### src/hw/rtl/rrtp_pkg.sv
// Shared types and codes for the round-robin task picker.
// No dependencies; imported by every module of the block.
package rrtp_pkg;

	localparam int NUM_ENTRIES_DEF = 1024;
	localparam int IDX_W           = 10;
	localparam int ST_W            = 3;

	// task status codes
	localparam logic [ST_W-1:0] ST_FREE     = 3'd0;
	localparam logic [ST_W-1:0] ST_DYING    = 3'd1;
	localparam logic [ST_W-1:0] ST_RUNNABLE = 3'd2;
	localparam logic [ST_W-1:0] ST_RUNNING  = 3'd3;

	// word kinds on the task channel
	localparam logic KIND_WRITE = 1'b0;
	localparam logic KIND_YIELD = 1'b1;

	typedef struct packed {
		logic             kind;
		logic [IDX_W-1:0] entry_index;
		logic [ST_W-1:0]  new_status;
	} task_word_t;

	typedef struct packed {
		logic             chosen_valid;
		logic [IDX_W-1:0] chosen_index;
		logic             kept_current;
		logic             no_live_tasks;
	} pick_word_t;

	typedef enum logic [1:0] {
		S_CLEAR,
		S_IDLE,
		S_SCAN,
		S_DONE
	} state_t;

	typedef struct packed {
		logic clr_step;
		logic wr_en;
		logic scan_start;
		logic scan_issue;
		logic scan_eval;
		logic commit;
	} ctl_cmd_t;

	typedef struct packed {
		logic clr_last;
		logic scan_more;
		logic hit;
		logic scan_end;
		logic out_free;
	} ctl_sts_t;

endpackage

### src/hw/rtl/rrtp_ctrl.sv
// Controller state machine of the task picker.
// Depends on rrtp_pkg; drives datapath commands from its status.
module rrtp_ctrl (
	input  logic                clk,
	input  logic                arst_n,
	input  logic                task_valid,
	input  logic                task_kind,
	output logic                task_stall,
	input  rrtp_pkg::ctl_sts_t  sts,
	output rrtp_pkg::ctl_cmd_t  cmd
);
	import rrtp_pkg::*;

	state_t state_q, state_d;

	always_ff @(posedge clk or negedge arst_n) begin
		if (!arst_n) begin
			state_q <= S_CLEAR;
		end else begin
			state_q <= state_d;
		end
	end

	always_comb begin
		state_d = state_q;
		case (state_q)
			S_CLEAR: begin
				if (sts.clr_last) state_d = S_IDLE;
			end
			S_IDLE: begin
				if (task_valid && task_kind == KIND_YIELD) state_d = S_SCAN;
			end
			S_SCAN: begin
				if (sts.hit || sts.scan_end) state_d = S_DONE;
			end
			S_DONE: begin
				if (sts.out_free) state_d = S_IDLE;
			end
			default: state_d = S_CLEAR;
		endcase
	end

	always_comb begin
		cmd        = '0;
		task_stall = 1'b1;
		case (state_q)
			S_CLEAR: begin
				cmd.clr_step = 1'b1;
			end
			S_IDLE: begin
				task_stall     = 1'b0;
				cmd.wr_en      = task_valid && task_kind == KIND_WRITE;
				cmd.scan_start = task_valid && task_kind == KIND_YIELD;
			end
			S_SCAN: begin
				cmd.scan_issue = sts.scan_more && !sts.hit;
				cmd.scan_eval  = 1'b1;
			end
			S_DONE: begin
				cmd.commit = sts.out_free;
			end
			default: begin
				cmd = '0;
			end
		endcase
	end

endmodule

### config.mk
export PLATFORM = sky130hd
export DESIGN_NAME = rrtp_ctrl
export DESIGN_NICKNAME = d
export VERILOG_FILES = /design/src/hw/rtl/rrtp_pkg.sv /design/src/hw/rtl/rrtp_ctrl.sv
export SDC_FILE = /design/constraint.sdc
export NUM_CORES = 1
export LEC_CHECK = 0
export ABC_AREA = 1
export BUFFER_PORTS_ARGS = -buffer_cell sky130_fd_sc_hd__buf_4
export CAP_MARGIN = 5
export CORE_AREA = 5 5 42 44
export CTS_CLUSTER_DIAMETER = 80
export DETAILED_ROUTE_END_ITERATION = 8
export DIE_AREA = 0 0 47 49
export HOLD_SLACK_MARGIN = 0.08
export PLACE_DENSITY_LB_ADDON = 0.3
export RECOVER_POWER = 50
export SLEW_MARGIN = 30
export SYNTH_ARGS = -nofsm -noshare
export SYNTH_HDL_FRONTEND = slang
export SYNTH_SLANG_ARGS = --single-unit
### constraint.sdc
create_clock -name clk -period 2.8 [get_ports clk]
set_input_delay 0.14 -clock clk [delete_from_list [all_inputs] [get_ports clk]]
set_output_delay 0.14 -clock clk [all_outputs]
set_load 0.01 [all_outputs]
## Yosys cells after proc, flatten, opt, wreduce, memory -nomap -nowiden

Index checks and enable logic that the tools add are counted.
W data, S select, Z words.

- Bits in registers: 2
- Bits of input ports: 9
- Output and inout bits: 7
- Logic and storage cells: 26

- Equality and inequality tests: 7
- Muxes and demuxes: 10
- Bitwise gates (word level): 1
- Reductions and logical operators: 7

Operator list:

| operator | number |
|---|---|
| $mux W2 | 6 |
| $ne A2 B2 Y1 const B | 4 |
| $pmux W2 S4 | 1 |
| $eq A2 B2 Y1 const B | 2 |
| $reduce_and A4 Y1 | 1 |
| $logic_and A1 B1 Y1 | 3 |
| $mux W1 | 3 |
| $eq A2 B1 Y1 const B | 1 |
| $logic_not A2 Y1 | 1 |
| $logic_not A1 Y1 | 1 |
| $logic_or A1 B1 Y1 | 1 |
| $not A1 Y1 | 1 |

## Logic depth before layout (Yosys ltp)

- Word-level depth: 3
- Mapped depth: 7

## Least setup slack after synthesis

No wires, ideal clock.

- Kind: reg-to-reg
- Start point: register state_q[0]
- End point: register state_q[0]
- Setup time: 0.121 ns
- Arrival: 1.006 ns
- Data required time: 2.679 ns
- Path slack: 1.673 ns
- Cell stages (with the launch flop): 7
- Clock period less this slack: 1.127 ns
- Cell sequence: dfrtp_1 -> inv_1 -> ha_1 -> nand2_1 -> nand2_2 -> o21bai_1 -> nand2_1

- Word-level cells in the longest chain between the ends: 3
- Elaborated cells on any way between the ends: 10
- Those cells by class: eq/ne (7); mux (1); reduce/logical (2)

RTL lines:

| what | line | source |
|---|---|---|
| start, declared | rrtp_ctrl.sv:14 | `state_t state_q, state_d;` |
| start signal, assigned | rrtp_ctrl.sv:20 | `state_q <= state_d;` |
| $eq A2 B1 Y1 (tied with other cells) | rrtp_ctrl.sv:26 | `case (state_q)` |
| $ne A2 B2 Y1 (no line) | - |  |
| $reduce_and A4 Y1 (no line) | - |  |

Several ways; a longest one is shown, not always the timed one.
A chain may end at the register's enable or synchronous reset.

==> flow_summary.rst <==
.. list-table::
   :header-rows: 1

   * - Metric
     - Value
   * - Total power draw
     - 340 µW
   * - Layout-stage area growth over the synthesis result
     - 65.1%
   * - Cell type with the largest total area after synthesis
     - sky130_fd_sc_hd__ha_1
   * - Clock sink count
     - 2
   * - Number of buffers on the longest clock path
     - 2
   * - Area of the mapped netlist
     - 233 µm²
   * - Leakage power total
     - 0.235 nW
   * - Clock Pin Slew Worst Setup and Hold Paths
     - 0.03 ns
   * - Ordered cell list for the critical path
     - inv_1 > ha_1 > inv_1 > nor2_1 > buf_4
   * - Adder-cell share of the synthesized area
     - between 20 and 30%
   * - Slew at the pin closest to its max-slew limit
     - 0.147 ns
   * - Area of the die
     - 2300 µm²
   * - Via count
     - 245
   * - Avg Synthesized Cell Area
     - 6.65 µm²
   * - Count of cell types in the netlist
     - 8
   * - Vertical extent of the die
     - 49 µm
   * - Routed wire length
     - 561 µm
   * - Power Density
     - slightly below 900 nW/µm²
   * - Clock tree root driver cell
     - sky130_fd_sc_hd__clkbuf_4
   * - Share of flip-flops with an asynchronous set or reset
     - between 90% and 100%
   * - Largest register by flop count
     - state_q
   * - CTS Hold Buffers Added
     - 1
   * - Initial antenna violation count
     - 0
   * - Highest fanout seen on the critical path
     - 4
   * - Relative contribution of sequential cells to total power
     - 17.8%
   * - Net switching power of the design
     - 150 µW
   * - Largest register FFs
     - 2
   * - Top FF cell, synth
     - sky130_fd_sc_hd__dfrtp_1
   * - Global placer's final weighted congestion
     - 0.805
   * - Min Clock Period, post-route
     - 1.36 ns
   * - Crit path max-delay cell type
     - sky130_fd_sc_hd__dfrtp_1
   * - Setup TNS after final layout
     - 0 ns
   * - Synth Net Count
     - 49
   * - Leading cell type by number of instances after synthesis
     - sky130_fd_sc_hd__nand2_1
   * - Number of resized instances in the post-cts repair step
     - 0
   * - Flop and latch count out of synthesis
     - 2
   * - Util after Layout
     - 27.4%
   * - Dpl hpwl
     - 472 µm
   * - Xor and xnor area share after synthesis
     - 0%
   * - Fraction of layout instances using a drive strength above 1
     - roughly a third
   * - Cts bufs inserted
     - 3
   * - Global router's overall resource usage
     - 6.06%
   * - Post-layout net count
     - 70
   * - Int Pwr
     - 189 µW
   * - Starting utilization of the core area
     - 16.6%
   * - Maximum clock frequency
     - 734 MHz
   * - Data arrival time of the critical path
     - 1.22 ns
   * - Proportion of synthesized chip area in sequential cells
     - 21.5%
   * - Max cap viols
     - 0
   * - Placed instance area
     - between 300 and 400 µm²
   * - Buffers and inverters on the worst path
     - 3
   * - Area fraction in compound gates after synthesis
     - 6.45%
   * - Boundary pin count
     - 16
   * - Biggest cell delay along the critical path
     - 0.39 ns
   * - Final cell area excluding filler cells
     - 384 µm²
   * - Switching portion of total power
     - between 40% and 50%
   * - Total number of yosys warnings
     - 0
   * - Wirelength per Cell
     - roughly 8 µm
   * - Dominant combinational cell family by area after synthesis
     - simple AND/OR/NAND/NOR gates
   * - Req. time, crit path
     - 2.66 ns
   * - DRT iter0 DRCs
     - 1
   * - TritonCTS clock tree
     - yes
   * - Number of enable-type register cells in the synthesized netlist
     - 0
   * - Basic-gate share of the synthesized area counting and, or, nand and nor cells
     - 33.9%
   * - Family of cells with the greatest summed delay on the critical path
     - flip-flops
   * - Per-cell via count in the routed design
     - between 3 and 4
   * - Synth area leaders
     - sky130_fd_sc_hd__ha_1 27%, sky130_fd_sc_hd__dfrtp_1 22%, sky130_fd_sc_hd__nand2_1 19%, sky130_fd_sc_hd__inv_1 11%, sky130_fd_sc_hd__nor2_1 6.5%
   * - Worst min path class
     - in -> async
   * - Kind of capture point of the worst setup path
     - output pin
   * - Vias in the first global route
     - around 260
   * - Top cell types by occurrence after synthesis
     - 12 x sky130_fd_sc_hd__nand2_1, 7 x sky130_fd_sc_hd__inv_1, 5 x sky130_fd_sc_hd__ha_1
   * - Final number of hold-violating endpoints
     - 0
   * - VDD IR-drop max
     - 0.363 mV
   * - Grt ovf
     - 0
   * - Row count
     - 14
   * - Slew Viols, Final
     - 0
   * - Class of the most critical setup path
     - reg -> out
   * - 1st-pass router iterations
     - 2
   * - Global-route wire length before repair
     - ~1000 µm
   * - Cell occurring most often along the worst timing path
     - sky130_fd_sc_hd__inv_1
   * - Syn Inst Count
     - 35
   * - Fraction of power consumed by the clock network
     - 18.9%
   * - Run status
     - completed
   * - Setup repair after global routing missed its margin
     - false
   * - Final period util
     - just under 50%
   * - Die Span X
     - 47 µm
   * - Comb power frac
     - a little over three fifths
   * - Setup Skew
     - 0.00409 ns
   * - Area inside the core boundary
     - 1400 µm²
   * - Share of Yosys cell area claimed by the top area cell type
     - 26.9%
   * - H-tree depth
     - 1
   * - Startpoint type of the worst setup path
     - register
   * - Headroom to the max-slew limit
     - around 90%
   * - Post-synthesis mux area share
     - 0%
   * - Number of setup violations in the final report
     - 0
   * - Port Buf Inserts
     - 15
   * - Regs by FF count
     - state_q: 2 flops
   * - Number of post-CTS setup repair buffers
     - 0
   * - Drc violations
     - 0
   * - Post-detailed-route count of antenna-violating nets
     - 0
   * - Inserted Diodes
     - 0
   * - Fill cell instance count of the final layout
     - 161
   * - Maximum number of pins on one net before global-route repair
     - 5
   * - Worst skew pair latency
     - 0.23 ns
## final timing paths
path,slack [ns],startpoint,depth (start not counted),end
worst max-delay path,1.44,state_q[1]$_DFFE_PN0P_,5,cmd[3]
worst min-delay path,0.23,arst_n,2,state_q[1]$_DFFE_PN0P_
worst max register to register,1.60,state_q[0]$_DFFE_PN0P_,6,state_q[0]$_DFFE_PN0P_
worst min register to register,0.70,state_q[1]$_DFFE_PN0P_,3,state_q[1]$_DFFE_PN0P_
max in group asynchronous,2.44,arst_n,2,state_q[0]$_DFFE_PN0P_
min in group clk,0.35,sts[0],6,state_q[1]$_DFFE_PN0P_
## per-layer routing
metal / part of all wire, % / routed length (µm) / global-route usage (%) / vias to the layer above
met5: 0 / 0 / 0 / -
met3: 10 / 56 / 2.58 / 0
li1: - / - / - / 140
met4: 0 / 0 / 5.53 / 0
met1: 42 / 234 / 6.17 / 96
met2: 48 / 271 / 8.82 / 9
## metrics by stage
| step | worst slack (ns) | hold WS [ns] | std cells |
|---|---|---|---|
| finish | 1.44 | 0.227 | 70 |
| global route | 1.29 | 0.236 | 70 |
| CTS | 1.41 | 0.220 | 70 |
| detailed placement | 1.59 | -0.0759 | 66 |
| global placement | 1.58 | -0.0758 | 66 |
| floorplan | 1.67 | -0.156 | 35 |
## power groups by stage
stage / sequential, mW / clock, mW / combinational (mW)
floorplan: 0.0574 / 0 / 0.150
global placement: 0.0624 / 0 / 0.231
detailed placement: 0.0621 / 0 / 0.230
CTS: 0.0616 / 0.0690 / 0.233
global route: 0.0648 / 0.0710 / 0.256
finish: 0.0606 / 0.0643 / 0.215
## placed cells by master, fill, tap and decap left out, drive strengths merged
master / count
o21bai: 2
ha: 5
buf: 12
inv: 7
clkbuf: 6
nor2: 5
dlygate4sd3: 1
nand2: 14
dfrtp: 2
## final cells by class
| type | count | area (µm²) | area share (%) |
|---|---|---|---|
| timing repair buffer | 16 | 111 | 29.0 |
| inverter | 7 | 26.3 | 6.84 |
| clock buffer | 3 | 22.5 | 5.86 |
| sequential | 2 | 50.0 | 13.0 |
| tap | 16 | 20.0 | 5.21 |
| multi-input combinational | 26 | 154 | 40.1 |
## worst reg2reg max path, cell delays in order (launching register included)
cell and delay (ns):
sky130_fd_sc_hd__dfrtp_1 0.39, sky130_fd_sc_hd__inv_1 0.10, sky130_fd_sc_hd__ha_1 0.23, sky130_fd_sc_hd__nand2_1 0.07, sky130_fd_sc_hd__nand2_1 0.08, sky130_fd_sc_hd__o21bai_1 0.14
sky130_fd_sc_hd__nand2_1 0.06
## cell families (layout without fill, tap and decap cells)
group	count (synthesis)	count (layout)
adder cells (fa/ha/maj)	5	5
AO/OA/AOI/OAI	2	2
AND/OR/NAND/NOR	19	19
buffers and inverters	7	26
flip-flops	2	2
Note: power is estimated with default switching activity, not from simulation.
