**config.mk**
```make
export PLATFORM = sky130hd
export DESIGN_NAME = rrtp_datapath
export DESIGN_NICKNAME = d
export VERILOG_FILES = /design/src/hw/rtl/rrtp_pkg.sv /design/src/hw/rtl/rrtp_datapath.sv
export SDC_FILE = /design/constraint.sdc
export NUM_CORES = 2
export LEC_CHECK = 0
export BUFFER_PORTS_ARGS = -buffer_cell sky130_fd_sc_hd__buf_2
export CAP_MARGIN = 10
export CORE_AREA = 2 2 378 567
export CTS_CLUSTER_SIZE = 24
export DETAILED_ROUTE_END_ITERATION = 8
export DIE_AREA = 0 0 380 569
export PLACE_DENSITY = 0.76
export SLEW_MARGIN = 20
export SYNTH_ARGS = -nofsm -noshare
export SYNTH_HDL_FRONTEND = slang
export SYNTH_SLANG_ARGS = --single-unit
export TNS_END_PERCENT = 50
```
**constraint.sdc**
```tcl
create_clock -name clk -period 6 [get_ports clk]
set_clock_uncertainty 0.05 [all_clocks]
set_input_delay 1.2 -clock clk [delete_from_list [all_inputs] [get_ports clk]]
set_output_delay 1.2 -clock clk [all_outputs]
set_load 0.01 [all_outputs]
```
**src/hw/rtl/rrtp_pkg.sv**
```systemverilog
// Shared types and codes for the round-robin task picker.
// No dependencies; imported by every module of the block.
package rrtp_pkg;

	localparam int NUM_ENTRIES_DEF = 1024;
	localparam int IDX_W           = 10;
	localparam int ST_W            = 3;

	// task status codes
	localparam logic [ST_W-1:0] ST_FREE     = 3'd0;
	localparam logic [ST_W-1:0] ST_DYING    = 3'd1;
	localparam logic [ST_W-1:0] ST_RUNNABLE = 3'd2;
	localparam logic [ST_W-1:0] ST_RUNNING  = 3'd3;

	// word kinds on the task channel
	localparam logic KIND_WRITE = 1'b0;
	localparam logic KIND_YIELD = 1'b1;

	typedef struct packed {
		logic             kind;
		logic [IDX_W-1:0] entry_index;
		logic [ST_W-1:0]  new_status;
	} task_word_t;

	typedef struct packed {
		logic             chosen_valid;
		logic [IDX_W-1:0] chosen_index;
		logic             kept_current;
		logic             no_live_tasks;
	} pick_word_t;

	typedef enum logic [1:0] {
		S_CLEAR,
		S_IDLE,
		S_SCAN,
		S_DONE
	} state_t;

	typedef struct packed {
		logic clr_step;
		logic wr_en;
		logic scan_start;
		logic scan_issue;
		logic scan_eval;
		logic commit;
	} ctl_cmd_t;

	typedef struct packed {
		logic clr_last;
		logic scan_more;
		logic hit;
		logic scan_end;
		logic out_free;
	} ctl_sts_t;

endpackage

```
**src/hw/rtl/rrtp_datapath.sv**
```systemverilog
// Datapath of the task picker: status memory, scan pointer, result register.
// Depends on rrtp_pkg; commanded by rrtp_ctrl.
module rrtp_datapath #(
	parameter int NUM_ENTRIES = rrtp_pkg::NUM_ENTRIES_DEF
) (
	input  logic                clk,
	input  logic                arst_n,
	input  rrtp_pkg::task_word_t task_word,
	input  rrtp_pkg::ctl_cmd_t  cmd,
	output rrtp_pkg::ctl_sts_t  sts,
	output logic                pick_valid,
	input  logic                pick_stall,
	output rrtp_pkg::pick_word_t pick_word
);
	import rrtp_pkg::*;

	localparam int IW = (NUM_ENTRIES > 1) ? $clog2(NUM_ENTRIES) : 1;
	localparam int CW = $clog2(NUM_ENTRIES + 1);
	localparam logic [IW-1:0] LAST = IW'(NUM_ENTRIES - 1);

	function automatic logic [IW-1:0] nxt(input logic [IW-1:0] a);
		return (a == LAST) ? '0 : a + IW'(1);
	endfunction

	function automatic logic is_live(input logic [ST_W-1:0] s);
		return s == ST_DYING || s == ST_RUNNABLE || s == ST_RUNNING;
	endfunction

	function automatic logic [IDX_W-1:0] to_idx(input logic [IW-1:0] a);
		logic [31:0] w;
		w = 32'(a);
		return w[IDX_W-1:0];
	endfunction

	logic [ST_W-1:0] mem [NUM_ENTRIES];
	logic [ST_W-1:0] rd_data_s1;

	logic [IW-1:0] clr_q;
	logic [IW-1:0] addr_q;
	logic [CW-1:0] rem_q;
	logic          vld_s1, last_s1;
	logic [IW-1:0] addr_s1;
	logic          found_q, live_q;
	logic [IW-1:0] pick_q;
	logic [ST_W-1:0] cur_st_q;
	logic [IW-1:0] cur_q;
	logic          cur_valid_q;
	logic          pick_valid_q;
	pick_word_t    pick_word_q;

	logic [31:0]     idx_ext;
	logic            idx_ok;
	logic            wr_go;
	logic [IW-1:0]   wr_addr;
	logic [ST_W-1:0] wr_data;
	logic            eval_go;

	assign idx_ext = 32'(task_word.entry_index);
	assign idx_ok  = idx_ext < 32'(NUM_ENTRIES);
	assign wr_go   = cmd.clr_step | (cmd.wr_en & idx_ok);
	assign wr_addr = cmd.clr_step ? clr_q : idx_ext[IW-1:0];
	assign wr_data = cmd.clr_step ? ST_FREE : task_word.new_status;
	assign eval_go = cmd.scan_eval & vld_s1;

	assign sts.clr_last  = clr_q == LAST;
	assign sts.scan_more = rem_q != '0;
	assign sts.hit       = eval_go && rd_data_s1 == ST_RUNNABLE;
	assign sts.scan_end  = eval_go && last_s1;
	assign sts.out_free  = !pick_valid_q || !pick_stall;

	// status memory: one write port, one registered read port
	always_ff @(posedge clk) begin
		if (wr_go) mem[wr_addr] <= wr_data;
		rd_data_s1 <= mem[addr_q];
	end

	// clearing sweep after reset
	always_ff @(posedge clk or negedge arst_n) begin
		if (!arst_n) begin
			clr_q <= '0;
		end else if (cmd.clr_step && clr_q != LAST) begin
			clr_q <= clr_q + IW'(1);
		end
	end

	// scan pointer and read tag
	always_ff @(posedge clk or negedge arst_n) begin
		if (!arst_n) begin
			addr_q  <= '0;
			rem_q   <= '0;
			vld_s1  <= 1'b0;
			last_s1 <= 1'b0;
		end else begin
			vld_s1  <= cmd.scan_issue;
			last_s1 <= rem_q == CW'(1);
			if (cmd.scan_start) begin
				addr_q <= cur_valid_q ? nxt(cur_q) : '0;
				rem_q  <= CW'(NUM_ENTRIES);
			end else if (cmd.scan_issue) begin
				addr_q <= nxt(addr_q);
				rem_q  <= rem_q - CW'(1);
			end
		end
	end

	always_ff @(posedge clk) begin
		addr_s1 <= addr_q;
	end

	// scan evaluation
	always_ff @(posedge clk or negedge arst_n) begin
		if (!arst_n) begin
			found_q <= 1'b0;
			live_q  <= 1'b0;
		end else if (cmd.scan_start) begin
			found_q <= 1'b0;
			live_q  <= 1'b0;
		end else if (eval_go) begin
			live_q <= live_q | is_live(rd_data_s1);
			if (sts.hit) found_q <= 1'b1;
		end
	end

	always_ff @(posedge clk) begin
		if (sts.hit) pick_q <= addr_s1;
		// with a current task the final entry scanned is that task
		if (eval_go && last_s1) cur_st_q <= rd_data_s1;
	end

	// current task and result register
	always_ff @(posedge clk or negedge arst_n) begin
		if (!arst_n) begin
			cur_q        <= '0;
			cur_valid_q  <= 1'b0;
			pick_valid_q <= 1'b0;
		end else begin
			if (cmd.commit) begin
				pick_valid_q <= 1'b1;
				if (found_q) begin
					cur_q       <= pick_q;
					cur_valid_q <= 1'b1;
				end else if (!(cur_valid_q && cur_st_q == ST_RUNNING)) begin
					cur_q       <= '0;
					cur_valid_q <= 1'b0;
				end
			end else if (!pick_stall) begin
				pick_valid_q <= 1'b0;
			end
		end
	end

	always_ff @(posedge clk) begin
		if (cmd.commit) begin
			if (found_q) begin
				pick_word_q <= '{1'b1, to_idx(pick_q), 1'b0, 1'b0};
			end else if (cur_valid_q && cur_st_q == ST_RUNNING) begin
				pick_word_q <= '{1'b1, to_idx(cur_q), 1'b1, 1'b0};
			end else begin
				pick_word_q <= '{1'b0, '0, 1'b0, !live_q};
			end
		end
	end

	assign pick_valid = pick_valid_q;
	assign pick_word  = pick_word_q;

endmodule

```
; ---- Word-level counts from Yosys, hierarchy flattened
; Memories as Yosys holds them, arrays and structs flattened. A register that Yosys moved wholly into a read port is not among the register bits.
; Cells that the tools add are included.
[word_totals]
register_bits = 83
ramBits = 3072
inputBits = 23
out_inout_bits = 19
memories = 1
[classes]
add_sub_neg = 4
magnitude_cmp = 1
eq_ne = 11
mux = 24
bitwise_logic = 4
n_reduce_logical = 17
[memory_table]
columns = name, words, word_bits, rd, rd_ports_with_merged_regs, write_ports, line_no
row1 = mem, 1024, 3, 1, 1, 1, rrtp_datapath.sv:35  ; logic [ST_W-1:0] mem [NUM_ENTRIES];
[ops]
columns = cell, n
row1 = $mux W10, 8
row2 = $add A10 B1 Y10 const B, 3
row3 = $eq A10 B10 Y1 const B, 3
row4 = $mux W11, 2
row5 = $mux W13, 1
row6 = $mux W12, 1
row7 = $eq A11 B1 Y1 const B, 1
row8 = $lt A10 B11 Y1 const B, 1
row9 = $mux W1, 11
row10 = $reduce_bool A11 Y1, 1
row11 = $sub A11 B1 Y11 const B, 1
row12 = $ne A10 B10 Y1 const B, 1
row13 = $eq A3 B2 Y1 const B, 3
row14 = $reduce_bool A2 Y1, 3
row15 = $logic_and A1 B1 Y1, 4
row16 = $ne A2 B2 Y1 const B, 2
row17 = $reduce_and A2 Y1, 2
row18 = $eq A3 B1 Y1 const B, 1
row19 = $logic_not A1 Y1, 3
row20 = $logic_or A1 B1 Y1, 3
row21 = $mux W3, 1
row22 = $and A1 B1 Y1, 2
row23 = $or A1 B1 Y1, 2
row24 = $reduce_or A2 Y1, 1

; ---- Longest topological paths before layout
[logic_depth]
word_depth = 6
ltp_mapped = 14
mapped_depth_nobuf = 8

; ---- Worst setup path after synthesis
; Ideal clock, no wire load.
[synth_path]
kind = input to register
from = input port cmd[5] in the netlist's numbering
to = memory mem[0][0] (data pin)
arrival_time_ps = 26472
t_required_ps = 776
slack_ps = -25696
cell_stages = 4
n_path_buf = 3
path_cell_list = buf_2 clkbuf_1 buf_1 nor2b_1
[synth_between]
elab_chain_cells = 1
[synth_rtl]
columns = element, line_no
row1 = "start, declared", rrtp_datapath.sv:9  ; input rrtp_pkg::ctl_cmd_t cmd,
row2 = $mux W3, rrtp_datapath.sv:62  ; assign wr_data = cmd.clr_step ? ST_FREE : task_word.new_status;
row3 = named net wr_data[0], rrtp_datapath.sv:55  ; logic [ST_W-1:0] wr_data;
row4 = "end, declared", rrtp_datapath.sv:35
; The timed path passes the listed nets, and every way through them passes these cells.

==> impl_metrics.json <==
{
  "status": "finished, final reports clean",
  "die_area_um2": 216000,
  "die_w_um": 380,
  "synth_seq_area_share_pct": 74.8,
  "route.vias.total": 66991,
  "overflow": 0,
  "finalSetupViolCount": 0,
  "postCtsHoldBufs": 0,
  "nFillCells": 13356,
  "area_delta_synth_final_pct": 10.2,
  "regArea_um2": 94500,
  "maxCapViolations": 0,
  "drt_iter0_drc": 9584,
  "wire_per_inst_um": 33.3,
  "end_kind": "register",
  "tightest_slew_ns": 1.21,
  "synth_edf_count": 3098,
  "fin_cells": 9852,
  "yosys.area.top_type_share_pct": 73.7,
  "cts_root_buffer": "clkbuf_16",
  "clk_latency_ns": 0.88,
  "dp_hpwl_mm": 191,
  "grt_pass1_wl_mm": 470,
  "post_cts_resized": 0,
  "place_inst": 9360,
  "start_kind": "register",
  "finalCritPeriodShare_pct": 85.6,
  "period_needed_ns": 5.14,
  "cts_max_path_buffers": 4,
  "avgViaCountPerCell": 6.80,
  "synth_area_per_cell_um2": 18.7,
  "finalMaxSlewViolations": 0,
  "top_layer": "met5",
  "grt_pass1_vias": 68322,
  "powerDensity_nw_per_um2": 347,
  "power.leakage_nw": 42.8,
  "rows": 207,
  "drc_errors": 0,
  "nets": 6853,
  "antenna_left": 0,
  "numPortBuffers": 40,
  "syn_nets": 6784,
  "dominantRegCellSynth": "edfxtp_1",
  "initial_utilization_pct": 59.7,
  "path_max_fanout": 31,
  "wl_mm": 328,
  "place.gp.congestion": 0.863,
  "synth_warnings": 0,
  "antenna_found_initial": 12,
  "yosys.area.top_type": "edfxtp_1",
  "postCtsSetupBuffers": 0,
  "pin_count": 42,
  "synth_seq_cells": 3158,
  "rsz0062_at_grt": "no",
  "synth_async_sr_flop_share_pct": 1.49,
  "grt_util_all_layers_pct": 30.3,
  "cts_tree": "built",
  "die_y_um": 569,
  "slew_headroom_pct": 18.8,
  "crit_type": "reg2reg",
  "wl_met3_mm": 36.2,
  "firstDrtPassIters": 6,
  "vdd_drop_max_mv": 0.265,
  "crit_required_ns": 6.55,
  "drive_gt1_share_pct": 20.6,
  "cts_made_buffers": 283,
  "grt_max_degree": 201,
  "m1WireLength_mm": 109,
  "core_area_um2": 211000,
  "wl_met2_mm": 163,
  "yosys-top-cells-area": "edfxtp_1 74%, mux4_2 12%, nor2_1 3.3%",
  "arrival_ns": 5.69,
  "multi_input_area_um2": 29400,
  "syn_area_um2": 126000,
  "syn_inst": 6755,
  "setup-tns-final_ns": 0,
  "hold_path.class": "reg2reg",
  "clk_pin_slew_ns": 0.06,
  "cts_sinks": 3158,
  "max_freq_ghz": 0.195,
  "final-hold-violation-count": 0,
  "htreeDepth": 5,
  "synth_cell_type_count": 68
}
## stage by stage
stage	utilization, %	setup WS (ns)	power [mW]	hold WS (ns)	instance area [µm²]
after floorplan	-	-5.53	29.0	0.292	126000
after global placement	61.6	0.944	30.6	0.337	130000
after detailed placement	61.6	0.850	30.7	0.339	130000
after CTS	65.8	1.06	48.3	0.353	139000
after global routing	65.8	0.958	49.3	0.361	139000
final	65.8	0.863	48.3	0.353	139000
## per-layer routing
metal	vias to the layer above	global-route usage [%]
met5	-	0
met4	18	16.0
met3	931	6.79
met2	4376	50.1
met1	34423	37.8
li1	27243	-
## cell usage after synthesis, types with 17 or more instances
cell,number
mux4_2,687
buf_1,52
o221ai_1,120
a22oi_1,87
dfrtp_1,47
o21ai_0,55
or3_1,18
buf_4,30
inv_1,17
a22o_1,36
buf_2,77
mux2_2,18
nand3_1,29
a221oi_1,23
nor2_1,1115
mux2i_1,298
nand2_1,122
edfxtp_1,3098
buf_6,63
nor3_1,73
o22ai_1,77
a21oi_1,111
clkbuf_1,270
## report_power, final
part	switching (mW)	internal (mW)
combinational	3.49	2.35
sequential	0.152	24.3
clock	7.83	10.1
total	11.5	36.8
## worst paths after layout
path,startpoint,endpoint,slack [ns],cells past startpoint
setup / recovery,addr_q[0],rd_data_s1[2],0.86,10
hold / removal,addr_s1[2],pick_q[2],0.35,0
setup reg to reg,addr_q[0],rd_data_s1[2],0.86,10
hold reg to reg,addr_s1[2],pick_q[2],0.35,0
max in group asynchronous,arst_n,addr_q[4],4.86,2
min in group asynchronous,arst_n,rem_q[6],0.44,2
## state kept, by name, indices dropped and copies added, names as in the netlist, 3 cells and up
register and flops:
mem 3072, pick_word 13, rem_q 11, addr_q 10, addr_s1 10, clr_q 10
cur_q 10, pick_q 10, cur_st_q 3, rd_data_s1 3
## worst max-delay path, stage by stage, from the launching register on
cell and delay, ns:
dfrtp_4 0.90, buf_12 0.34, buf_4 0.24, mux4_2 0.51, a22o_1 0.25, a221oi_1 0.36
o22ai_1 0.26, nor3_1 0.72, nor3_1 0.35, a22oi_1 0.45, o311ai_1 0.36
## kinds of logic (layout without fill, tap and decap cells)
group           count (synthesis)  after routing  synth area share (%)
compound gates                589            589                  3.28
xor+xnor                       24             24                 0.167
fa+ha+maj                       6              6                0.0595
buf+inv                       518            787                  2.16
flops                        3158           3158                  74.8
mux                          1003           1003                  14.8
other cells                     0              7                     0
simple gates                 1457           1457                  4.71
## placed cells by master, fill, tap and decap left out, drive strengths merged, types with 32 or more instances in the layout
cell,count
a21oi,111
mux2i,298
a22oi,87
o221ai,120
a22o,36
inv,32
buf,284
o22ai,77
nor3,73
mux4,687
clkinv,82
edfxtp,3098
nand2,122
nor2,1115
clkbuf,345
dfrtp,47
o21ai,58
## cell type report
type,count,share of cell area [%]
Antenna cell,7,0.0126
Clock buffer,345,5.37
Clock inverter,140,1.07
Inverter,18,0.0504
Multi-Input combinational cell,3079,21.1
Sequential cell,3158,67.9
Tap cell,2821,2.54
Timing Repair Buffer,284,1.92
(Power assumes the default switching activity.)
